<file path="src/msq_pkg.sv">
package msq_pkg;

  localparam int SEG_SLOTS_DEF = 16;
  localparam int AXIS_COUNT    = 3;

  localparam int REQ_W   = 3;
  localparam int ID_W    = 16;
  localparam int TICK_W  = 24;
  localparam int DUR_W   = 26;
  localparam int POS_W   = 32;
  localparam int MODE_W  = 2;
  localparam int COUNT_W = 4;

  localparam logic [REQ_W-1:0] REQ_PUSH   = 3'd0;
  localparam logic [REQ_W-1:0] REQ_TICK   = 3'd1;
  localparam logic [REQ_W-1:0] REQ_START  = 3'd2;
  localparam logic [REQ_W-1:0] REQ_PAUSE  = 3'd3;
  localparam logic [REQ_W-1:0] REQ_RESUME = 3'd4;
  localparam logic [REQ_W-1:0] REQ_STOP   = 3'd5;
  localparam logic [REQ_W-1:0] REQ_ESTOP  = 3'd6;

  localparam logic [MODE_W-1:0] MODE_IDLE  = 2'd0;
  localparam logic [MODE_W-1:0] MODE_RUN   = 2'd1;
  localparam logic [MODE_W-1:0] MODE_PAUSE = 2'd2;
  localparam logic [MODE_W-1:0] MODE_ESTOP = 2'd3;

  typedef logic signed [POS_W-1:0] pos_t;

  // Classified command handed from the front end to the sequencer.
  typedef struct packed {
    logic [REQ_W-1:0]             req;
    logic [ID_W-1:0]              seg_id;
    logic [DUR_W-1:0]             dur;
    logic [AXIS_COUNT-1:0][POS_W-1:0] tgt;
  } cmd_t;

  // One segment as stored in the segment queue.
  typedef struct packed {
    logic [ID_W-1:0]              id;
    logic [DUR_W-1:0]             dur;
    logic [AXIS_COUNT-1:0][POS_W-1:0] tgt;
  } seg_t;

endpackage

</file>
<file path="src/msq_front.sv">
module msq_front
  import msq_pkg::*;
(
  input  logic                    clk,
  input  logic                    rst,
  input  logic                    in_valid,
  output logic                    in_ready,
  input  logic [REQ_W-1:0]        req_type,
  input  logic [ID_W-1:0]         seg_id,
  input  logic [TICK_W-1:0]       accel_len,
  input  logic [TICK_W-1:0]       cruise_len,
  input  logic [TICK_W-1:0]       decel_len,
  input  logic signed [POS_W-1:0] target_x,
  input  logic signed [POS_W-1:0] target_y,
  input  logic signed [POS_W-1:0] target_z,
  output logic                    cmd_valid,
  input  logic                    cmd_ready,
  output cmd_t                    cmd
);

  logic [DUR_W-1:0] dur_sum;
  logic             take;

  assign in_ready = !cmd_valid || cmd_ready;
  assign take     = in_valid && in_ready;

  // total segment length; three 24-bit phases fit in 26 bits
  assign dur_sum = {2'b00, accel_len} + {2'b00, cruise_len} + {2'b00, decel_len};

  always_ff @(posedge clk) begin
    if (rst) begin
      cmd_valid <= 1'b0;
    end else if (take) begin
      cmd_valid <= 1'b1;
    end else if (cmd_ready) begin
      cmd_valid <= 1'b0;
    end
  end

  always_ff @(posedge clk) begin
    if (take) begin
      cmd.req    <= req_type;
      cmd.seg_id <= seg_id;
      cmd.dur    <= dur_sum;
      cmd.tgt[0] <= target_x;
      cmd.tgt[1] <= target_y;
      cmd.tgt[2] <= target_z;
    end
  end

endmodule

</file>
<file path="src/msq_cmd_fifo.sv">
module msq_cmd_fifo
  import msq_pkg::*;
(
  input  logic clk,
  input  logic rst,
  input  logic wr_valid,
  output logic wr_ready,
  input  cmd_t wr_data,
  output logic rd_valid,
  input  logic rd_ready,
  output cmd_t rd_data
);

  cmd_t       slots [2];
  logic       wr_idx;
  logic       rd_idx;
  logic [1:0] count;
  logic       push;
  logic       pop;

  assign wr_ready = (count != 2'd2);
  assign rd_valid = (count != 2'd0);
  assign push     = wr_valid && wr_ready;
  assign pop      = rd_valid && rd_ready;
  assign rd_data  = slots[rd_idx];

  always_ff @(posedge clk) begin
    if (rst) begin
      wr_idx <= 1'b0;
      rd_idx <= 1'b0;
      count  <= 2'd0;
    end else begin
      if (push) begin
        wr_idx <= !wr_idx;
      end
      if (pop) begin
        rd_idx <= !rd_idx;
      end
      if (push && !pop) begin
        count <= count + 2'd1;
      end else if (pop && !push) begin
        count <= count - 2'd1;
      end
    end
  end

  always_ff @(posedge clk) begin
    if (push) begin
      slots[wr_idx] <= wr_data;
    end
  end

endmodule

</file>
<file path="src/msq_back.sv">
module msq_back
  import msq_pkg::*;
#(
  parameter int SEG_SLOTS = SEG_SLOTS_DEF
) (
  input  logic                    clk,
  input  logic                    rst,
  input  logic                    cmd_valid,
  output logic                    cmd_ready,
  input  cmd_t                    cmd_in,
  output logic                    out_valid,
  input  logic                    out_ready,
  output logic                    accepted,
  output logic [MODE_W-1:0]       run_mode,
  output logic                    estop_alarm,
  output logic [COUNT_W-1:0]      queue_count,
  output logic                    active_flag,
  output logic [ID_W-1:0]         current_id,
  output logic signed [POS_W-1:0] pos_x,
  output logic signed [POS_W-1:0] pos_y,
  output logic signed [POS_W-1:0] pos_z
);

  localparam int PW = (SEG_SLOTS > 1) ? $clog2(SEG_SLOTS) : 1;
  localparam logic [PW-1:0] LAST = PW'(SEG_SLOTS - 1);

  typedef enum logic [3:0] {
    S_WAIT   = 4'b0001,
    S_EXEC   = 4'b0010,
    S_SETTLE = 4'b0100,
    S_RESP   = 4'b1000
  } state_t;

  function automatic logic [PW-1:0] ptr_inc(input logic [PW-1:0] p);
    return (p == LAST) ? '0 : p + PW'(1);
  endfunction

  state_t                         state;
  cmd_t                           cmd;
  seg_t                           mem [SEG_SLOTS];
  seg_t                           head;
  logic [PW-1:0]                  wr_ptr;
  logic [PW-1:0]                  rd_ptr;
  logic [MODE_W-1:0]              mode;
  logic                           alarm_latch;
  logic                           seg_active;
  logic [DUR_W-1:0]               tick_count;
  logic [DUR_W-1:0]               act_dur;
  logic [AXIS_COUNT-1:0][POS_W-1:0] act_tgt;
  logic [ID_W-1:0]                act_id;
  logic [AXIS_COUNT-1:0][POS_W-1:0] pos;
  logic                           acc;

  logic                           slot_free;
  logic                           take;
  logic                           full;
  logic                           do_push;
  logic [DUR_W-1:0]               tick_inc;
  logic [PW:0]                    diff;
  logic [PW+COUNT_W:0]            diff_ext;

  assign slot_free = !out_valid || out_ready;
  assign cmd_ready = (state == S_WAIT) || (state == S_RESP && slot_free);
  assign take      = cmd_valid && cmd_ready;
  assign full      = (ptr_inc(wr_ptr) == rd_ptr);
  assign do_push   = (state == S_EXEC) && (cmd.req == REQ_PUSH) && !full;
  assign tick_inc  = tick_count + DUR_W'(1);

  assign diff = (wr_ptr >= rd_ptr) ? ({1'b0, wr_ptr} - {1'b0, rd_ptr})
                                   : ({1'b0, wr_ptr} + (PW+1)'(SEG_SLOTS) - {1'b0, rd_ptr});
  assign diff_ext = {{COUNT_W{1'b0}}, diff};

  always_ff @(posedge clk) begin
    if (take) begin
      cmd <= cmd_in;
    end
  end

  // segment store: one write port, registered read of the queue head
  always_ff @(posedge clk) begin
    if (do_push) begin
      mem[wr_ptr] <= '{id: cmd.seg_id, dur: cmd.dur, tgt: cmd.tgt};
    end
    head <= mem[rd_ptr];
  end

  always_ff @(posedge clk) begin
    if (rst) begin
      state       <= S_WAIT;
      wr_ptr      <= '0;
      rd_ptr      <= '0;
      mode        <= MODE_IDLE;
      alarm_latch <= 1'b0;
      seg_active  <= 1'b0;
      tick_count  <= '0;
      act_dur     <= '0;
      act_tgt     <= '0;
      act_id      <= '0;
      pos         <= '0;
      acc         <= 1'b1;
      out_valid   <= 1'b0;
    end else begin
      if (state == S_RESP && slot_free) begin
        out_valid <= 1'b1;
      end else if (out_ready) begin
        out_valid <= 1'b0;
      end
      unique case (state)
        S_WAIT: begin
          if (take) begin
            state <= S_EXEC;
          end
        end
        S_EXEC: begin
          acc   <= !(cmd.req == REQ_PUSH && full);
          state <= S_SETTLE;
          case (cmd.req)
            REQ_PUSH: begin
              if (!full) begin
                wr_ptr <= ptr_inc(wr_ptr);
              end
            end
            REQ_TICK: begin
              if (mode == MODE_RUN && seg_active) begin
                tick_count <= tick_inc;
                if (tick_inc >= act_dur) begin
                  pos        <= act_tgt;
                  seg_active <= 1'b0;
                end
              end
            end
            REQ_START: begin
              if (mode == MODE_IDLE || mode == MODE_PAUSE) begin
                mode <= MODE_RUN;
              end
            end
            REQ_PAUSE: begin
              if (mode == MODE_RUN) begin
                mode <= MODE_PAUSE;
              end
            end
            REQ_RESUME: begin
              if (mode == MODE_PAUSE) begin
                mode <= MODE_RUN;
              end
            end
            REQ_STOP: begin
              mode       <= MODE_IDLE;
              wr_ptr     <= '0;
              rd_ptr     <= '0;
              seg_active <= 1'b0;
            end
            REQ_ESTOP: begin
              mode        <= MODE_ESTOP;
              alarm_latch <= 1'b1;
              wr_ptr      <= '0;
              rd_ptr      <= '0;
              seg_active  <= 1'b0;
            end
            default: begin
            end
          endcase
        end
        S_SETTLE: begin
          // head was read at rd_ptr during EXEC; a pop never follows a push
          if (mode == MODE_RUN && !seg_active) begin
            if (wr_ptr != rd_ptr) begin
              act_id     <= head.id;
              act_dur    <= head.dur;
              act_tgt    <= head.tgt;
              rd_ptr     <= ptr_inc(rd_ptr);
              seg_active <= 1'b1;
              tick_count <= '0;
            end else begin
              mode <= MODE_IDLE;
            end
          end
          state <= S_RESP;
        end
        S_RESP: begin
          if (slot_free) begin
            state <= take ? S_EXEC : S_WAIT;
          end
        end
        default: begin
          state <= S_WAIT;
        end
      endcase
    end
  end

  always_ff @(posedge clk) begin
    if (state == S_RESP && slot_free) begin
      accepted    <= acc;
      run_mode    <= mode;
      estop_alarm <= alarm_latch;
      queue_count <= diff_ext[COUNT_W-1:0];
      active_flag <= seg_active;
      current_id  <= act_id;
      pos_x       <= pos[0];
      pos_y       <= pos[1];
      pos_z       <= pos[2];
    end
  end

  a_run_has_segment: assert property (@(posedge clk) disable iff (rst)
    (state == S_RESP && mode == MODE_RUN) |-> seg_active)
    else $error("running without a segment at response time");

  a_stop_flushes: assert property (@(posedge clk) disable iff (rst)
    (state == S_EXEC && (cmd.req == REQ_STOP || cmd.req == REQ_ESTOP))
      |=> (wr_ptr == rd_ptr && !seg_active))
    else $error("stop did not flush the queue");

  a_alarm_sticky: assert property (@(posedge clk) disable iff (rst)
    $past(!rst) |-> !$fell(alarm_latch))
    else $error("alarm cleared without reset");

  a_resp_only_when_free: assert property (@(posedge clk) disable iff (rst)
    (out_valid && !out_ready) |=> !(state == S_EXEC && $past(state) == S_RESP))
    else $error("new transaction started while result stalled");

endmodule

</file>
<file path="src/motion_segment_queue_sequencer.sv">
// Path: front-end input register, two-entry command FIFO, then the back-end sequencer,
//   which works one command at a time (execute, queue-head settle, result load) and
//   takes no new command until its result is loaded into the free output register.
// Reset: synchronous, active high; empties both queues, run mode idle, alarm
//   clear, positions and current segment zero. No clearing pass is needed.
module motion_segment_queue_sequencer
  import msq_pkg::*;
#(
  parameter int SEG_SLOTS = SEG_SLOTS_DEF
) (
  input  logic                    clk,
  input  logic                    rst,
  input  logic                    in_valid,
  output logic                    in_ready,
  input  logic [REQ_W-1:0]        req_type,
  input  logic [ID_W-1:0]         seg_id,
  input  logic [TICK_W-1:0]       accel_len,
  input  logic [TICK_W-1:0]       cruise_len,
  input  logic [TICK_W-1:0]       decel_len,
  input  logic signed [POS_W-1:0] target_x,
  input  logic signed [POS_W-1:0] target_y,
  input  logic signed [POS_W-1:0] target_z,
  output logic                    out_valid,
  input  logic                    out_ready,
  output logic                    accepted,
  output logic [MODE_W-1:0]       run_mode,
  output logic                    estop_alarm,
  output logic [COUNT_W-1:0]      queue_count,
  output logic                    active_flag,
  output logic [ID_W-1:0]         current_id,
  output logic signed [POS_W-1:0] pos_x,
  output logic signed [POS_W-1:0] pos_y,
  output logic signed [POS_W-1:0] pos_z
);

  logic front_valid;
  logic front_ready;
  cmd_t front_cmd;
  logic q_valid;
  logic q_ready;
  cmd_t q_cmd;

  msq_front u_front (
    .clk        (clk),
    .rst        (rst),
    .in_valid   (in_valid),
    .in_ready   (in_ready),
    .req_type   (req_type),
    .seg_id     (seg_id),
    .accel_len  (accel_len),
    .cruise_len (cruise_len),
    .decel_len  (decel_len),
    .target_x   (target_x),
    .target_y   (target_y),
    .target_z   (target_z),
    .cmd_valid  (front_valid),
    .cmd_ready  (front_ready),
    .cmd        (front_cmd)
  );

  msq_cmd_fifo u_cmd_fifo (
    .clk      (clk),
    .rst      (rst),
    .wr_valid (front_valid),
    .wr_ready (front_ready),
    .wr_data  (front_cmd),
    .rd_valid (q_valid),
    .rd_ready (q_ready),
    .rd_data  (q_cmd)
  );

  msq_back #(
    .SEG_SLOTS (SEG_SLOTS)
  ) u_back (
    .clk         (clk),
    .rst         (rst),
    .cmd_valid   (q_valid),
    .cmd_ready   (q_ready),
    .cmd_in      (q_cmd),
    .out_valid   (out_valid),
    .out_ready   (out_ready),
    .accepted    (accepted),
    .run_mode    (run_mode),
    .estop_alarm (estop_alarm),
    .queue_count (queue_count),
    .active_flag (active_flag),
    .current_id  (current_id),
    .pos_x       (pos_x),
    .pos_y       (pos_y),
    .pos_z       (pos_z)
  );

endmodule

</file>
<file path="config.mk">
export PLATFORM = sky130hd
export DESIGN_NAME = motion_segment_queue_sequencer
export DESIGN_NICKNAME = d
export VERILOG_FILES = /design/src/msq_pkg.sv /design/src/msq_front.sv /design/src/msq_cmd_fifo.sv /design/src/msq_back.sv /design/src/motion_segment_queue_sequencer.sv
export SDC_FILE = /design/constraint.sdc
export NUM_CORES = 2
export LEC_CHECK = 0
export BUFFER_PORTS_ARGS = -buffer_cell sky130_fd_sc_hd__buf_2
export CAP_MARGIN = 30
export CORE_UTILIZATION = 55
export DETAILED_ROUTE_END_ITERATION = 6
export PLACE_DENSITY = 0.76
export REMOVE_ABC_BUFFERS = 1
export SLEW_MARGIN = 20
export SYNTH_ARGS = -nofsm -noshare
export SYNTH_HDL_FRONTEND = slang
export SYNTH_SLANG_ARGS = --single-unit
export TNS_END_PERCENT = 5
</file>
<file path="constraint.sdc">
create_clock -name clk -period 13.67 [get_ports clk]
set_input_delay 1.367 -clock clk [delete_from_list [all_inputs] [get_ports clk]]
set_output_delay 1.367 -clock clk [all_outputs]
set_load 0.01 [all_outputs]
</file>
==> impl_summary.log <==
INFO  metric status = finished, final reports clean
INFO  metric rsz0062_at_grt = no
INFO  metric detail_routed_via_count_per_cell = 6.16
INFO  metric finalCritPeriodShare = 0.376
INFO  metric total_leakage_power = 43.6 nW
INFO  metric cts-buffers-inserted = 339
INFO  metric crit_required = 14.22 ns
INFO  metric ys_seq_area_frac = 0.780
INFO  metric routabilityCongestion = 0.834
INFO  metric final_layout_size_suffix_gt1_frac = 0.264
INFO  metric setup_violations = 0
INFO  metric tritoncts_clock_tree = yes
INFO  metric cts-resized-gates = 0
INFO  metric netlist_area = 122000 µm²
INFO  metric height_of_the_chip = 473 µm
INFO  metric ys_dominant_reg_cell = sky130_fd_sc_hd__edfxtp_1
INFO  metric layout.filler_cells = 14200
INFO  metric yosys.area.top_type_share = 0.711
INFO  metric cts_post_setup_buffers_inserted = 0
INFO  metric dr.pass1.iters = 6
INFO  metric routed_length_per_instance = 28.6 µm
INFO  metric clock_power_share = 0.393
INFO  metric hold_buffers = 0
INFO  metric clk_path_buf_depth = 4
INFO  metric share_seq_of_total_power = 0.570
INFO  metric worstMarginPinSlew = 1.08 ns
INFO  metric synth-seq-cells = 3314
INFO  metric grt_use_total = 0.248
INFO  metric grt_max_degree = 118
INFO  metric via_count_of_the_first_global_routing_pass = 61300
INFO  metric postSynthAreaPerCell = 20.5 µm²
INFO  metric vdd_drop_max = 0.149 mV
INFO  metric hold_depth = 0
INFO  metric critical_path_class = reg -> reg
INFO  metric timing.critical_path.to_type = flip-flop
INFO  metric worstHoldPathType = reg -> reg
INFO  metric fmaxAchievable = 194 MHz
INFO  metric final_net_count = 6733
INFO  metric ys_warn_count = 0
INFO  metric core_area = 220000 µm²
INFO  metric synth_top_area_cell = sky130_fd_sc_hd__edfxtp_1
INFO  metric power_density = 166 nW/µm²
INFO  metric timing.final.max_slew_violations = 0
INFO  metric floorplan.initialDensity = 0.555
INFO  metric async_set_reset_flop_share_out_of_synthesis = 0
INFO  metric final.min_clock_period = 5.14 ns
INFO  metric power.combinational.fraction = 0.037
INFO  metric yosysUniqueCellTypes = 71
INFO  metric syn_to_final_growth = 13.4%
INFO  metric portBuffers = 313
INFO  metric report.power.total = 23.0 mW
INFO  metric numClockSinks = 3314
INFO  metric startpoint_type = flip-flop
INFO  metric post-route-drc-count = 0
INFO  metric netlist_top_cells_area = sky130_fd_sc_hd__edfxtp_1 71%, sky130_fd_sc_hd__mux4_2 12%, sky130_fd_sc_hd__dfxtp_1 6.9%
INFO  metric cts.root.buffer_cell = sky130_fd_sc_hd__clkbuf_16
INFO  metric post_synth_inst_count = 5969
INFO  metric grt_antenna_before_repair = 15
INFO  metric crit_path_max_fanout = 46
INFO  metric detailroute.via_count = 59600
INFO  metric grt_first_pass_wirelength = 405000 µm
INFO  metric post-dp-hpwl = 141000 µm
INFO  metric critical_path.slowest_cell = sky130_fd_sc_hd__buf_4
INFO  metric hold_ws = 0.426 ns
INFO  metric die-width = 473 µm
INFO  metric clk_pin_slew_worst_paths = 0.06 ns
INFO  metric insertion_delay = 0.99 ns
INFO  metric routed_wl = 277000 µm
INFO  metric synth_enable_flop_cells = 2893
INFO  metric finalClockSkew = 0.0704 ns
INFO  metric timing.critical_path.cells = nand2b_1, nor3_1, nor3_1, o21a_1, nor3_2, nand2_1, nor2_4, buf_4, buf_4
INFO  metric switching_power = 5.12 mW
INFO  metric die_area = 224000 µm²
INFO  metric drtAntennaViolNets = 0
INFO  metric rr_worst_depth = 9
INFO  metric max-cap-violations = 0
INFO  metric internal_power = 17.9 mW
INFO  metric row_count = 172
INFO  metric detailedRoute.firstIterationViolations = 7000
INFO  metric totalNegativeSetupSlack = 0 ns
INFO  metric swShare = 0.222
INFO  metric critical_path.max_stage_delay = 0.89 ns
INFO  metric clock_tree.htree_level_count = 5
INFO  metric timing.slew.headroom = 0.280
INFO  metric io_pins = 314
INFO  metric gr-total-overflow = 0
INFO  metric worstPathArrival = 5.70 ns
INFO  metric final_hold_violations = 0
==> sequential cells by signal, indices dropped and copies added, names as in the netlist, 16 cells and up <==
| signal | count |
|---|---|
| u_back.current_id | 16 |
| u_back.act_id | 16 |
| u_cmd_fifo.slots | 282 |
| u_front.cmd | 141 |
| u_back.head | 138 |
| u_back.pos_y | 32 |
| u_back.act_dur | 26 |
| u_back.pos | 96 |
| u_back.pos_z | 32 |
| u_back.pos_x | 32 |
| u_back.cmd | 141 |
| u_back.mem | 2208 |
| u_back.act_tgt | 96 |
| u_back.tick_count | 26 |
==> synthesized netlist by cell type (all sizes together), types with 3 or more instances <==
cell	number
xnor2	46
nand4	16
and2	29
o211ai	6
inv	49
o21bai	7
clkbuf	163
or2	4
or3	8
a211oi	34
ha	84
nor2b	6
a22oi	19
and4	5
mux2	141
mux4	666
nor3	17
buf	125
nand3b	4
o21a	13
o31a	3
nor2	96
a21o	31
a31oi	33
mux2i	100
edfxtp	2893
nand2	560
dfxtp	421
xor2	28
a21oi	214
o21ai	47
nand3	33
and3	10
fa	3
nand2b	22
a21boi	3
==> cell families after synthesis <==
family / after synthesis / synth area share
buffers and inverters: 338 / 0.0121
AO/OA/AOI/OAI: 432 / 0.0213
multiplexers: 907 / 0.144
adder cells (fa/ha/maj): 87 / 0.00909
flip-flops: 3314 / 0.780
AND/OR/NAND/NOR: 817 / 0.0285
XOR/XNOR: 74 / 0.00530
==> per-stage QoR <==
stage,area (µm²),cells,setup slack (ns),utilization
2_1_floorplan,121000,5681,-20.28,-
3_3_place_gp,127000,9055,8.09,0.578
3_5_place_dp,128000,9068,8.08,0.580
4_1_cts,138000,9677,8.57,0.629
5_1_grt,139000,9682,8.29,0.630
6_report,139000,9684,8.53,0.630
==> critical path: cells and delay by family, from the launching register on <==
family / cells / cell delay [ns]
AO/OA/AOI/OAI: 1 / 0.25
buffers and inverters: 2 / 1.56
flip-flops: 1 / 0.67
AND/OR/NAND/NOR: 6 / 2.20
==> final cells by class <==
cell class | instances | area [µm²] | share of cell area
clock inverters | 151 | 1520 | 0.0110
multi-input cells | 2317 | 25600 | 0.185
diodes | 3 | 7.51 | 0.0000542
inverters | 50 | 210 | 0.00152
well taps | 2958 | 3700 | 0.0267
repair buffers | 433 | 2900 | 0.0209
clock buffers | 458 | 9340 | 0.0674
flip-flops and latches | 3314 | 95300 | 0.688
==> layer usage <==
| layer | vias to the layer above | track usage | wire length [µm] |
|---|---|---|---|
| met5 | - | 0 | 77 |
| met3 | 461 | 0.0455 | 24600 |
| met2 | 3145 | 0.400 | 134000 |
| met1 | 31100 | 0.350 | 111000 |
| met4 | 12 | 0.0701 | 7170 |
| li1 | 24900 | - | - |
==> power groups by stage <==
stage,clock network (mW),logic (mW),registers (mW)
final,9.04,0.850,13.1
after global routing,9.55,0.905,13.2
after CTS,9.16,0.853,13.1
after detailed placement,0,0.845,13.3
after global placement,0,0.831,13.2
after floorplan,0,0.491,13.0
==> layout by cell type (no fill, tap or decap), types with 28 or more instances in the layout <==
cell,count
sky130_fd_sc_hd__a211oi_1,33
sky130_fd_sc_hd__a21o_1,31
sky130_fd_sc_hd__a21oi_1,212
sky130_fd_sc_hd__a31oi_1,33
sky130_fd_sc_hd__buf_2,312
sky130_fd_sc_hd__buf_4,93
sky130_fd_sc_hd__bufinv_16,28
sky130_fd_sc_hd__clkbuf_1,83
sky130_fd_sc_hd__clkbuf_16,343
sky130_fd_sc_hd__clkbuf_8,32
sky130_fd_sc_hd__clkinv_1,38
sky130_fd_sc_hd__clkinv_2,59
sky130_fd_sc_hd__dfxtp_1,416
sky130_fd_sc_hd__edfxtp_1,2893
sky130_fd_sc_hd__ha_1,84
sky130_fd_sc_hd__inv_1,47
sky130_fd_sc_hd__mux2_2,141
sky130_fd_sc_hd__mux2i_1,100
sky130_fd_sc_hd__mux4_2,666
sky130_fd_sc_hd__nand2_1,560
sky130_fd_sc_hd__nand3_1,33
sky130_fd_sc_hd__nor2_1,82
sky130_fd_sc_hd__o21ai_0,42
sky130_fd_sc_hd__xnor2_1,46
sky130_fd_sc_hd__xor2_1,28
==> worst paths after layout <==
| kind | start | slack [ns] | to |
|---|---|---|---|
| max | u_back.wr_ptr[2] | 8.53 | u_back.mem[11][28] |
| min | u_front.cmd[79] | 0.43 | u_cmd_fifo.slots[0][79] |
| max reg2reg | u_back.wr_ptr[2] | 8.53 | u_back.mem[11][28] |
| min reg2reg | u_front.cmd[79] | 0.43 | u_cmd_fifo.slots[0][79] |
Note: power is estimated with default switching activity, not from simulation.
